$ cat src/rtl/g2a_pkg.sv
// ----------------------------------------------------------------------------
// g2a_pkg
// shared types and byte constants of the glyph to ansi/utf-8 encoder
// ----------------------------------------------------------------------------
package g2a_pkg;

  localparam int QueueDepth = 2;
  localparam int QPtrW      = (QueueDepth > 1) ? $clog2(QueueDepth) : 1;

  localparam logic [7:0] ChEsc   = 8'h1B;
  localparam logic [7:0] ChLbr   = 8'h5B;
  localparam logic [7:0] ChZero  = 8'h30;
  localparam logic [7:0] ChTwo   = 8'h32;
  localparam logic [7:0] ChThree = 8'h33;
  localparam logic [7:0] ChFour  = 8'h34;
  localparam logic [7:0] ChEight = 8'h38;
  localparam logic [7:0] ChSemi  = 8'h3B;
  localparam logic [7:0] ChM     = 8'h6D;

  // sgr digit per attribute flag, bold first
  localparam logic [4:0][7:0] AttrDigit = {8'h37, 8'h35, 8'h34, 8'h33, 8'h31};

  localparam logic [7:0]  Utf2Lead  = 8'hC0;
  localparam logic [7:0]  Utf3Lead  = 8'hE0;
  localparam logic [7:0]  Utf4Lead  = 8'hF0;
  localparam logic [7:0]  UtfCont   = 8'h80;
  localparam logic [20:0] Utf2Limit = 21'h80;
  localparam logic [20:0] Utf3Limit = 21'h800;
  localparam logic [20:0] Utf4Limit = 21'h10000;

  // dig[0] hundreds, dig[1] tens, dig[2] ones
  typedef struct packed {
    logic [2:0][3:0] dig;
    logic [1:0]      ndig;
  } dec_t;

  // val[0..2] foreground rgb, val[3..5] background rgb
  typedef struct packed {
    logic [4:0]      attr;
    dec_t [5:0]      val;
    logic [3:0][7:0] utf;
    logic [1:0]      ulen;
  } glyph_desc_t;

endpackage

$ cat src/rtl/g2a_if.sv
// ----------------------------------------------------------------------------
// g2a_if
// glyph input channel and byte output channel
// ----------------------------------------------------------------------------
interface g2a_glyph_if;
  logic        valid;
  logic        ready;
  logic [20:0] codepoint;
  logic        bold;
  logic        italic;
  logic        underline;
  logic        blink;
  logic        inverse;
  logic [7:0]  fg_red;
  logic [7:0]  fg_green;
  logic [7:0]  fg_blue;
  logic [7:0]  bg_red;
  logic [7:0]  bg_green;
  logic [7:0]  bg_blue;

  modport source (
    output valid, codepoint, bold, italic, underline, blink, inverse,
           fg_red, fg_green, fg_blue, bg_red, bg_green, bg_blue,
    input  ready
  );
  modport sink (
    input  valid, codepoint, bold, italic, underline, blink, inverse,
           fg_red, fg_green, fg_blue, bg_red, bg_green, bg_blue,
    output ready
  );
endinterface

interface g2a_byte_if;
  logic       valid;
  logic       ready;
  logic [7:0] out_byte;
  logic       last_byte;

  modport source (output valid, out_byte, last_byte, input ready);
  modport sink (input valid, out_byte, last_byte, output ready);
endinterface

$ cat src/rtl/glyph_to_ansi_utf8_encoder.sv
// ----------------------------------------------------------------------------
// glyph_to_ansi_utf8_encoder
// glyph to sgr truecolor escape sequences plus utf-8 bytes
//
//   channel  dir  modport          payload
//   glyph_i  in   g2a_glyph_if     codepoint, attribute flags, fg/bg rgb
//   byte_o   out  g2a_byte_if      out_byte, last_byte
//
// one byte per cycle on byte_o, 31 to 56 bytes per glyph, set by the flags,
// the decimal widths of the colors and the utf-8 length
// glyphs are taken while the two-entry descriptor queue has room
// first byte of a glyph passes through the descriptor queue, then the output register
// asynchronous active-low reset empties the queue and the output register
// a stall on byte_o holds the sequencer; glyph_i stalls only when the queue fills
// ----------------------------------------------------------------------------
module glyph_to_ansi_utf8_encoder (
  input  logic          clk_i,
  input  logic          rst_ni,
  g2a_glyph_if.sink     glyph_i,
  g2a_byte_if.source    byte_o
);

  logic                  push;
  logic                  pop;
  logic                  q_full;
  logic                  q_valid;
  g2a_pkg::glyph_desc_t  desc_in;
  g2a_pkg::glyph_desc_t  desc_head;

  g2a_front u_front (
    .glyph_i  (glyph_i),
    .q_full_i (q_full),
    .push_o   (push),
    .desc_o   (desc_in)
  );

  g2a_queue u_queue (
    .clk_i   (clk_i),
    .rst_ni  (rst_ni),
    .push_i  (push),
    .desc_i  (desc_in),
    .full_o  (q_full),
    .pop_i   (pop),
    .valid_o (q_valid),
    .desc_o  (desc_head)
  );

  g2a_back u_back (
    .clk_i     (clk_i),
    .rst_ni    (rst_ni),
    .q_valid_i (q_valid),
    .desc_i    (desc_head),
    .pop_o     (pop),
    .byte_o    (byte_o)
  );

endmodule

$ cat src/rtl/g2a_front.sv
// ----------------------------------------------------------------------------
// g2a_front
// accepts a glyph, splits colors into decimal digits and builds utf-8 bytes
// ----------------------------------------------------------------------------
module g2a_front (
  g2a_glyph_if.sink             glyph_i,
  input  logic                  q_full_i,
  output logic                  push_o,
  output g2a_pkg::glyph_desc_t  desc_o
);

  function automatic g2a_pkg::dec_t to_dec(input logic [7:0] v);
    g2a_pkg::dec_t res;
    logic [1:0]    h;
    logic [6:0]    r;
    logic [14:0]   p;
    logic [3:0]    t;
    h = (v >= 8'd200) ? 2'd2 : ((v >= 8'd100) ? 2'd1 : 2'd0);
    r = 7'(v - 8'(h) * 8'd100);
    p = 15'(r) * 15'd205;
    t = 4'(p >> 11);
    res.dig[0] = {2'b00, h};
    res.dig[1] = t;
    res.dig[2] = 4'(r - 7'(t) * 7'd10);
    res.ndig   = (v >= 8'd100) ? 2'd3 : ((v >= 8'd10) ? 2'd2 : 2'd1);
    return res;
  endfunction

  logic [20:0] cp;

  assign glyph_i.ready = !q_full_i;
  assign push_o        = glyph_i.valid && !q_full_i;
  assign cp            = glyph_i.codepoint;

  always_comb begin
    desc_o.attr   = {glyph_i.inverse, glyph_i.blink, glyph_i.underline,
                     glyph_i.italic, glyph_i.bold};
    desc_o.val[0] = to_dec(glyph_i.fg_red);
    desc_o.val[1] = to_dec(glyph_i.fg_green);
    desc_o.val[2] = to_dec(glyph_i.fg_blue);
    desc_o.val[3] = to_dec(glyph_i.bg_red);
    desc_o.val[4] = to_dec(glyph_i.bg_green);
    desc_o.val[5] = to_dec(glyph_i.bg_blue);
    desc_o.utf    = '0;
    priority if (cp < g2a_pkg::Utf2Limit) begin
      desc_o.utf[0] = cp[7:0];
      desc_o.ulen   = 2'd0;
    end else if (cp < g2a_pkg::Utf3Limit) begin
      desc_o.utf[0] = g2a_pkg::Utf2Lead | {3'b000, cp[10:6]};
      desc_o.utf[1] = g2a_pkg::UtfCont | {2'b00, cp[5:0]};
      desc_o.ulen   = 2'd1;
    end else if (cp < g2a_pkg::Utf4Limit) begin
      desc_o.utf[0] = g2a_pkg::Utf3Lead | {4'b0000, cp[15:12]};
      desc_o.utf[1] = g2a_pkg::UtfCont | {2'b00, cp[11:6]};
      desc_o.utf[2] = g2a_pkg::UtfCont | {2'b00, cp[5:0]};
      desc_o.ulen   = 2'd2;
    end else begin
      desc_o.utf[0] = g2a_pkg::Utf4Lead | {5'b00000, cp[20:18]};
      desc_o.utf[1] = g2a_pkg::UtfCont | {2'b00, cp[17:12]};
      desc_o.utf[2] = g2a_pkg::UtfCont | {2'b00, cp[11:6]};
      desc_o.utf[3] = g2a_pkg::UtfCont | {2'b00, cp[5:0]};
      desc_o.ulen   = 2'd3;
    end
  end

endmodule

$ cat src/rtl/g2a_queue.sv
// ----------------------------------------------------------------------------
// g2a_queue
// short fifo of glyph descriptors between front and back
// ----------------------------------------------------------------------------
module g2a_queue (
  input  logic                  clk_i,
  input  logic                  rst_ni,
  input  logic                  push_i,
  input  g2a_pkg::glyph_desc_t  desc_i,
  output logic                  full_o,
  input  logic                  pop_i,
  output logic                  valid_o,
  output g2a_pkg::glyph_desc_t  desc_o
);

  localparam int PtrW = g2a_pkg::QPtrW;

  g2a_pkg::glyph_desc_t     mem_q [g2a_pkg::QueueDepth];
  logic [PtrW-1:0]          wr_ptr_q, wr_ptr_d;
  logic [PtrW-1:0]          rd_ptr_q, rd_ptr_d;
  logic [PtrW:0]            cnt_q, cnt_d;

  assign full_o  = (cnt_q == (PtrW+1)'(g2a_pkg::QueueDepth));
  assign valid_o = (cnt_q != '0);
  assign desc_o  = mem_q[rd_ptr_q];

  always_comb begin
    wr_ptr_d = wr_ptr_q;
    rd_ptr_d = rd_ptr_q;
    if (push_i) begin
      wr_ptr_d = (wr_ptr_q == PtrW'(g2a_pkg::QueueDepth - 1)) ? '0 : wr_ptr_q + 1'b1;
    end
    if (pop_i) begin
      rd_ptr_d = (rd_ptr_q == PtrW'(g2a_pkg::QueueDepth - 1)) ? '0 : rd_ptr_q + 1'b1;
    end
    cnt_d = cnt_q + (PtrW+1)'(push_i) - (PtrW+1)'(pop_i);
  end

  always_ff @(posedge clk_i or negedge rst_ni) begin
    if (!rst_ni) begin
      wr_ptr_q <= '0;
      rd_ptr_q <= '0;
      cnt_q    <= '0;
    end else begin
      wr_ptr_q <= wr_ptr_d;
      rd_ptr_q <= rd_ptr_d;
      cnt_q    <= cnt_d;
    end
  end

  always_ff @(posedge clk_i) begin
    if (push_i) begin
      mem_q[wr_ptr_q] <= desc_i;
    end
  end

endmodule

$ cat src/rtl/g2a_back.sv
// ----------------------------------------------------------------------------
// g2a_back
// byte sequencer: walks sgr, color and utf-8 segments, one byte per transfer
// ----------------------------------------------------------------------------
module g2a_back (
  input  logic                  clk_i,
  input  logic                  rst_ni,
  input  logic                  q_valid_i,
  input  g2a_pkg::glyph_desc_t  desc_i,
  output logic                  pop_o,
  g2a_byte_if.source            byte_o
);

  typedef enum logic [2:0] {
    StHead, StAttr, StM, StColor, StVal, StSep, StCEnd, StUtf
  } state_e;

  state_e      state_q, state_d;
  logic [2:0]  pos_q, pos_d;
  logic        color_q, color_d;
  logic [1:0]  comp_q, comp_d;
  logic [4:0]  attr_left_q, attr_left_d;
  logic        out_valid_q;
  logic [7:0]  out_byte_q, byte_d;
  logic        out_last_q, last_d;
  logic        advance;
  logic [2:0]  vidx, first_idx;
  logic [2:0]  lo_idx;
  logic [4:0]  lo_bit;

  assign advance         = q_valid_i && (!out_valid_q || byte_o.ready);
  assign byte_o.valid    = out_valid_q;
  assign byte_o.out_byte = out_byte_q;
  assign byte_o.last_byte = out_last_q;

  assign vidx      = color_q ? 3'(comp_q) + 3'd3 : 3'(comp_q);
  assign first_idx = color_q ? 3'd3 : 3'd0;

  // lowest attribute flag still to be sent
  always_comb begin
    priority if (attr_left_q[0]) begin
      lo_idx = 3'd0;
    end else if (attr_left_q[1]) begin
      lo_idx = 3'd1;
    end else if (attr_left_q[2]) begin
      lo_idx = 3'd2;
    end else if (attr_left_q[3]) begin
      lo_idx = 3'd3;
    end else begin
      lo_idx = 3'd4;
    end
    lo_bit = 5'd1 << lo_idx;
  end

  always_comb begin
    state_d     = state_q;
    pos_d       = pos_q;
    color_d     = color_q;
    comp_d      = comp_q;
    attr_left_d = attr_left_q;
    byte_d      = g2a_pkg::ChEsc;
    last_d      = 1'b0;
    pop_o       = 1'b0;
    unique case (state_q)
      StHead: begin
        unique case (pos_q)
          3'd0:    byte_d = g2a_pkg::ChEsc;
          3'd1:    byte_d = g2a_pkg::ChLbr;
          default: byte_d = g2a_pkg::ChZero;
        endcase
        pos_d = pos_q + 3'd1;
        if (pos_q >= 3'd2) begin
          pos_d       = '0;
          attr_left_d = desc_i.attr;
          state_d     = (desc_i.attr != '0) ? StAttr : StM;
        end
      end
      StAttr: begin
        if (!pos_q[0]) begin
          byte_d = g2a_pkg::ChSemi;
          pos_d  = 3'd1;
        end else begin
          byte_d      = g2a_pkg::AttrDigit[lo_idx];
          attr_left_d = attr_left_q & ~lo_bit;
          pos_d       = '0;
          if ((attr_left_q & ~lo_bit) == '0) begin
            state_d = StM;
          end
        end
      end
      StM: begin
        byte_d  = g2a_pkg::ChM;
        color_d = 1'b0;
        pos_d   = '0;
        state_d = StColor;
      end
      StColor: begin
        unique case (pos_q)
          3'd0:    byte_d = g2a_pkg::ChEsc;
          3'd1:    byte_d = g2a_pkg::ChLbr;
          3'd2:    byte_d = color_q ? g2a_pkg::ChFour : g2a_pkg::ChThree;
          3'd3:    byte_d = g2a_pkg::ChEight;
          3'd5:    byte_d = g2a_pkg::ChTwo;
          default: byte_d = g2a_pkg::ChSemi;
        endcase
        pos_d = pos_q + 3'd1;
        if (pos_q >= 3'd6) begin
          comp_d  = '0;
          pos_d   = 3'd3 - 3'(desc_i.val[first_idx].ndig);
          state_d = StVal;
        end
      end
      StVal: begin
        byte_d = g2a_pkg::ChZero | {4'b0000, desc_i.val[vidx].dig[pos_q[1:0]]};
        pos_d  = pos_q + 3'd1;
        if (pos_q >= 3'd2) begin
          state_d = (comp_q == 2'd2) ? StCEnd : StSep;
        end
      end
      StSep: begin
        byte_d  = g2a_pkg::ChSemi;
        comp_d  = comp_q + 2'd1;
        pos_d   = 3'd3 - 3'(desc_i.val[vidx + 3'd1].ndig);
        state_d = StVal;
      end
      StCEnd: begin
        byte_d = g2a_pkg::ChM;
        pos_d  = '0;
        if (!color_q) begin
          color_d = 1'b1;
          state_d = StColor;
        end else begin
          state_d = StUtf;
        end
      end
      StUtf: begin
        byte_d = desc_i.utf[pos_q[1:0]];
        pos_d  = pos_q + 3'd1;
        if (pos_q[1:0] == desc_i.ulen) begin
          last_d  = 1'b1;
          pop_o   = advance;
          pos_d   = '0;
          color_d = 1'b0;
          state_d = StHead;
        end
      end
      default: begin
        state_d = StHead;
        pos_d   = '0;
      end
    endcase
  end

  always_ff @(posedge clk_i or negedge rst_ni) begin
    if (!rst_ni) begin
      state_q     <= StHead;
      pos_q       <= '0;
      color_q     <= 1'b0;
      comp_q      <= '0;
      attr_left_q <= '0;
      out_valid_q <= 1'b0;
      out_byte_q  <= '0;
      out_last_q  <= 1'b0;
    end else begin
      if (byte_o.ready || !out_valid_q) begin
        out_valid_q <= q_valid_i;
      end
      if (advance) begin
        state_q     <= state_d;
        pos_q       <= pos_d;
        color_q     <= color_d;
        comp_q      <= comp_d;
        attr_left_q <= attr_left_d;
        out_byte_q  <= byte_d;
        out_last_q  <= last_d;
      end
    end
  end

  a_pop_in_utf: assert property (@(posedge clk_i) disable iff (!rst_ni)
    pop_o |-> (state_q == StUtf))
    else $error("descriptor popped outside utf-8 segment");

  a_head_esc: assert property (@(posedge clk_i) disable iff (!rst_ni)
    (advance && state_q == StHead && pos_q == 3'd0) |=> (out_byte_q == g2a_pkg::ChEsc))
    else $error("glyph stream does not open with escape");

  a_attr_left: assert property (@(posedge clk_i) disable iff (!rst_ni)
    (state_q == StAttr) |-> (attr_left_q != '0))
    else $error("attribute segment with no flag left");

  a_val_pos: assert property (@(posedge clk_i) disable iff (!rst_ni)
    (state_q == StVal) |-> (pos_q <= 3'd2))
    else $error("digit index out of range");

  a_last_pop: assert property (@(posedge clk_i) disable iff (!rst_ni)
    pop_o |=> (out_valid_q && out_last_q))
    else $error("pop without last byte");

endmodule

$ cat src/flat_wrapper.sv
// flat-port wrapper written by rule: the top's interface ports become plain ports
module glyph_to_ansi_utf8_encoder_flat 
  (clk_i, rst_ni, glyph_i_valid, glyph_i_codepoint, glyph_i_bold, glyph_i_italic, glyph_i_underline, glyph_i_blink, glyph_i_inverse, glyph_i_fg_red, glyph_i_fg_green, glyph_i_fg_blue, glyph_i_bg_red, glyph_i_bg_green, glyph_i_bg_blue, glyph_i_ready, byte_o_valid, byte_o_out_byte, byte_o_last_byte, byte_o_ready);
  g2a_glyph_if glyph_i_i ();
  g2a_byte_if byte_o_i ();
  input  logic clk_i;
  input  logic rst_ni;
  input wire logic [$bits(glyph_i_i.valid)-1:0] glyph_i_valid;
  input wire logic [$bits(glyph_i_i.codepoint)-1:0] glyph_i_codepoint;
  input wire logic [$bits(glyph_i_i.bold)-1:0] glyph_i_bold;
  input wire logic [$bits(glyph_i_i.italic)-1:0] glyph_i_italic;
  input wire logic [$bits(glyph_i_i.underline)-1:0] glyph_i_underline;
  input wire logic [$bits(glyph_i_i.blink)-1:0] glyph_i_blink;
  input wire logic [$bits(glyph_i_i.inverse)-1:0] glyph_i_inverse;
  input wire logic [$bits(glyph_i_i.fg_red)-1:0] glyph_i_fg_red;
  input wire logic [$bits(glyph_i_i.fg_green)-1:0] glyph_i_fg_green;
  input wire logic [$bits(glyph_i_i.fg_blue)-1:0] glyph_i_fg_blue;
  input wire logic [$bits(glyph_i_i.bg_red)-1:0] glyph_i_bg_red;
  input wire logic [$bits(glyph_i_i.bg_green)-1:0] glyph_i_bg_green;
  input wire logic [$bits(glyph_i_i.bg_blue)-1:0] glyph_i_bg_blue;
  output wire logic [$bits(glyph_i_i.ready)-1:0] glyph_i_ready;
  output wire logic [$bits(byte_o_i.valid)-1:0] byte_o_valid;
  output wire logic [$bits(byte_o_i.out_byte)-1:0] byte_o_out_byte;
  output wire logic [$bits(byte_o_i.last_byte)-1:0] byte_o_last_byte;
  input wire logic [$bits(byte_o_i.ready)-1:0] byte_o_ready;
  assign glyph_i_i.valid = glyph_i_valid;
  assign glyph_i_i.codepoint = glyph_i_codepoint;
  assign glyph_i_i.bold = glyph_i_bold;
  assign glyph_i_i.italic = glyph_i_italic;
  assign glyph_i_i.underline = glyph_i_underline;
  assign glyph_i_i.blink = glyph_i_blink;
  assign glyph_i_i.inverse = glyph_i_inverse;
  assign glyph_i_i.fg_red = glyph_i_fg_red;
  assign glyph_i_i.fg_green = glyph_i_fg_green;
  assign glyph_i_i.fg_blue = glyph_i_fg_blue;
  assign glyph_i_i.bg_red = glyph_i_bg_red;
  assign glyph_i_i.bg_green = glyph_i_bg_green;
  assign glyph_i_i.bg_blue = glyph_i_bg_blue;
  assign glyph_i_ready = glyph_i_i.ready;
  assign byte_o_valid = byte_o_i.valid;
  assign byte_o_out_byte = byte_o_i.out_byte;
  assign byte_o_last_byte = byte_o_i.last_byte;
  assign byte_o_i.ready = byte_o_ready;
  glyph_to_ansi_utf8_encoder u_core (.clk_i(clk_i), .rst_ni(rst_ni), .glyph_i(glyph_i_i), .byte_o(byte_o_i));
endmodule
$ cat config.mk
export PLATFORM = sky130hd
export DESIGN_NAME = glyph_to_ansi_utf8_encoder_flat
export DESIGN_NICKNAME = d
export VERILOG_FILES = /design/src/rtl/g2a_pkg.sv /design/src/rtl/g2a_if.sv /design/src/rtl/glyph_to_ansi_utf8_encoder.sv /design/src/rtl/g2a_front.sv /design/src/rtl/g2a_queue.sv /design/src/rtl/g2a_back.sv /design/src/flat_wrapper.sv
export SDC_FILE = /design/constraint.sdc
export NUM_CORES = 1
export LEC_CHECK = 0
export BUFFER_PORTS_ARGS = -buffer_cell sky130_fd_sc_hd__buf_2
export CORE_MARGIN = 2
export CORE_UTILIZATION = 70
export CTS_BUF_LIST = sky130_fd_sc_hd__clkbuf_2
export DETAILED_ROUTE_END_ITERATION = 6
export GPL_TIMING_DRIVEN = 0
export PLACE_DENSITY_LB_ADDON = 0.3
export SKIP_LAST_GASP = 1
export SLEW_MARGIN = 20
export SYNTH_ARGS = -nofsm -noshare
export SYNTH_HDL_FRONTEND = slang
export SYNTH_HIERARCHICAL = 1
export SYNTH_SLANG_ARGS = --single-unit
export TNS_END_PERCENT = 10
$ cat constraint.sdc
create_clock -name clk_i -period 19.7 [get_ports clk_i]
set_clock_uncertainty 0.15 [all_clocks]
set_input_delay 3.94 -clock clk_i [delete_from_list [all_inputs] [get_ports clk_i]]
set_output_delay 3.94 -clock clk_i [all_outputs]
set_load 0.02 [all_outputs]
==> summary.md <==
| Metric | Value |
|---|---|
| Initial core utilization | `0.7074` |
| Sw Share | `0.4257` |
| R2R Path Start | `u_core/u_back/comp_q[0]$_DFFE_PN0P_` |
| Crit path kind | `primary input to flop` |
| Vias per inst | `5.988` |
| Post-synth EDFFs | `246` |
| Pre-CTS WS | `9.196 ns` |
| Drt wl/cell | `19.42 µm` |
| Comb pwr share | `0.612` |
| Residual DRC | `0` |
| RR Endpoint | `u_core/u_back/byte_o.out_byte[3]$_DFFE_PN0P_` |
| RSZ-0062 raised after global routing | `no` |
| H-tree depth | `3` |
| CTS root buf | `clkbuf_2` |
| Crit-path max FO | `4` |
| Met1 Track Usage GR | `0.3722` |
| First-pass GRT wire length | `67640 µm` |
| Slew headroom | `0.3134` |
| CTS Hold Buffers Added | `0` |
| Sequential area share after synthesis | `0.4126` |
| Clock period minus worst slack | `9.691 ns` |
| Met3 GRT Util | `0.05062` |
| Row cnt | `61` |
| Chip height | `171.3 µm` |
| Initial antenna violation count | `1` |
| Flop pwr share | `0.283` |
| Final Slew Violations | `0` |
| Chip width | `171.3 µm` |
| Max Cap Viol | `0` |
| Hold wc startpoint | `u_core/u_back/byte_o.last_byte$_DFFE_PN0P_` |
| WP buf/inv | `5` |
| P_int | `2.144 mW` |
| Final GP Congestion | `0.9524` |
| Peak VDD IR | `0.1169 mV` |
| Post-detail-place hpwl | `32850 µm` |
| Share of layout cells above drive strength 1 | `0.2457` |
| Port Buffers | `82` |
| Vias | `13140` |
| Delay-heaviest family, CP | `adder cells` |
| Largest net degree at the start of global routing | `52` |
| Final wirelength | `42620 µm` |
| CTS sink count | `274` |
| Mapped Cells | `1586` |
| Io pins | `89` |
| Main synth FF type | `edfxtp_1` |
| CP Capture Type | `flop` |
| Area grow syn2layout | `9.237%` |
| Slowest cell on crit path | `fa_1` |
| Filler cell count | `1801` |
| Synthesis Warnings | `6` |
| Drt first-iter violations | `1090` |
| Hold path depth | `1` |
| TritonCTS buffer count | `71` |
| Core ar. | `27710 µm²` |
| Areal power density over the cells | `174.3 nW/µm²` |
| Nets | `2134` |
| Hold Fails Final Rpt | `0` |
| CTS tree | `built` |
| Reg-to-reg setup timing slack | `16.30 ns` |
| Post-synth cell types | `92` |
| Final WS setup | `10.01 ns` |
| Hold EP | `u_core/u_back/byte_o.last_byte$_DFFE_PN0P_` |
| R2R cell count | `11` |
| Worst-Margin Slew | `1.021 ns` |
| Die ar. | `29350 µm²` |
| LEAKAGE | `9.492 nW` |
| Clock tree buffer depth | `3` |
| Final period utilization | `0.4919` |
| Netlist Area Pre-Place | `19600 µm²` |
| Peak Freq | `0.1032 GHz` |
| Final hold slack | `0.3511 ns` |
| Detail Route Antenna Nets | `0` |
| CP required | `20.17 ns` |
| Grt ovf | `0` |
| CP arrival | `10.16 ns` |
| Busiest grt layer | `met2` |
| Clock power frac | `0.105` |
| Endpoints failing setup | `0` |
| Synthesized area per cell | `12.36 µm²` |
| Vias in the first global route | `13580` |
| Worst path max stage delay | `0.52 ns` |
| Pre-antenna DRT Iters | `6` |
| Seq cells post-synth | `274` |
| GRT Total Usage | `0.2976` |
| CP most frequent cell | `ha_1` |
| Sum Neg Setup Slack | `0 ns` |
| CP startpoint kind | `primary input` |
| Post-synthesis async set-or-reset flop share | `0.1022` |
| Outcome | `completed` |
| GR met2 Demand/Resource | `0.5119` |
| Post-CTS setup buffer count | `0` |
| Net Sw Power | `1.589 mW` |
| Latest clock arrival within the worst-skew pair | `0.88 ns` |
| Clk slew on worst S/H paths | `0.10 ns` |
| Post-CTS sizing | `0` |
| Layout Utilization | `0.7728` |
| Hold Path Class | `flop to flop` |
[cell usage after synthesis, types with 5 or more instances]
cell	count	share of area
nor2_1	52	0.010
mux2i_1	44	0.022
or2_2	11	0.0035
edfxtp_1	246	0.38
and2_1	9	0.0029
dfrtp_1	28	0.036
fa_1	59	0.060
a22o_1	11	0.0049
mux4_2	12	0.014
nor4_1	8	0.0026
o21a_1	8	0.0031
o21bai_1	7	0.0027
inv_1	185	0.035
or3_1	6	0.0019
nor2b_1	6	0.0019
o211ai_1	9	0.0034
nor3_1	19	0.0049
xor2_1	16	0.0071
a21o_1	10	0.0038
clkbuf_1	15	0.0029
xnor2_1	46	0.021
a211o_1	6	0.0027
o22ai_1	15	0.0048
o221ai_1	9	0.0040
mux2_4	60	0.046
a211oi_1	11	0.0042
ha_1	234	0.15
buf_6	14	0.0080
mux2_2	65	0.037
o21ai_0	41	0.010
o31ai_1	8	0.0031
a31oi_1	15	0.0048
o31a_1	5	0.0022
a21oi_1	58	0.015
nand3_1	28	0.0071
buf_2	18	0.0046
nand2_1	57	0.011
buf_4	29	0.011
nand2b_1	10	0.0032
nand4_1	5	0.0016
[routing by layer]
metal	vias to the layer above	wire length, µm	share of wire
li1	6173	-	-
met1	6358	17180	0.40
met2	504	21010	0.49
met3	102	2796	0.066
met4	0	1624	0.038
met5	-	0	0
[stage by stage]
stage | instance area (µm²) | power [mW] | std cells
after floorplan | 19650 | 2.735 | 1600
after global placement | 20540 | 3.209 | 2060
after detailed placement | 20740 | 3.322 | 2068
after CTS | 21410 | 3.732 | 2193
after global routing | 21410 | 4.024 | 2194
final | 21410 | 3.733 | 2194
[power by group through the flow]
stage	sequential (mW)	clock [mW]	combinational [mW]
2_1_floorplan	1.08	0	1.66
3_3_place_gp	1.09	0	2.12
3_5_place_dp	1.07	0	2.25
4_1_cts	1.06	0.404	2.27
5_1_grt	1.07	0.436	2.52
6_report	1.06	0.393	2.28
[logic make-up after synthesis]
kind of cell             share of synthesized area
AO/OA/AOI/OAI                              0.09052
AND/OR/NAND/NOR                            0.06301
other                                    0.0001913
adder cells (fa/ha/maj)                     0.2101
multiplexers                                0.1236
flip-flops                                  0.4126
buffers and inverters                      0.06339
XOR/XNOR                                   0.03651
[state kept, by name (all words and copies together) (netlist names)]
signal                          count
u_core/u_queue/mem_q              246
u_core/u_back/byte_o.out_byte       8
u_core/u_back/attr_left_q           5
u_core/u_back/pos_q                 3
u_core/u_back/state_q               3
u_core/u_back/comp_q                2
u_core/u_queue/cnt_q                2
u_core/u_back/byte_o.last_byte      1
u_core/u_back/byte_o.valid          1
u_core/u_back/color_q               1
u_core/u_queue/rd_ptr_q             1
u_core/u_queue/wr_ptr_q             1
[cells in the final DEF, fill, tap and decap left out, types with 57 or more instances in the layout]
cell type and count:
ha_1 234, inv_1 185, a21oi_1 58, nand2_1 57
edfxtp_1 246, mux2_4 60, fa_1 59, mux2_2 65
clkbuf_2 107, buf_2 100
[worst max-delay path by stage]
stage / from / end / slack (ns) / cells after the start
after floorplan: glyph_i_valid / u_core/u_queue/mem_q[0][0]$_DFFE_PP_ / 9.30 / 2
after global placement: glyph_i_valid / u_core/u_queue/mem_q[0][44]$_DFFE_PP_ / 6.19 / 3
after detailed placement: glyph_i_bg_green[5] / u_core/u_queue/mem_q[0][103]$_DFFE_PP_ / 9.20 / 26
after CTS: glyph_i_bg_green[5] / u_core/u_queue/mem_q[0][103]$_DFFE_PP_ / 10.05 / 26
after global routing: glyph_i_bg_green[5] / u_core/u_queue/mem_q[1][103]$_DFFE_PP_ / 9.72 / 26
final: glyph_i_bg_green[5] / u_core/u_queue/mem_q[1][103]$_DFFE_PP_ / 10.01 / 26
[area by class of cell]
type / count / area [µm²] / share of cell area
Clock buffer: 107 / 535.5 / 0.02501
Antenna cell: 1 / 2.502 / 0.0001169
Timing Repair Buffer: 90 / 608.1 / 0.02840
Buffer: 79 / 533.0 / 0.02489
Multi-Input combinational cell: 1058 / 10330 / 0.4826
Clock inverter: 18 / 128.9 / 0.006019
Sequential cell: 274 / 8088 / 0.3777
Inverter: 189 / 709.4 / 0.03313
Tap cell: 378 / 473.0 / 0.02209
No activity file was read; power rests on OpenSTA's default activity.
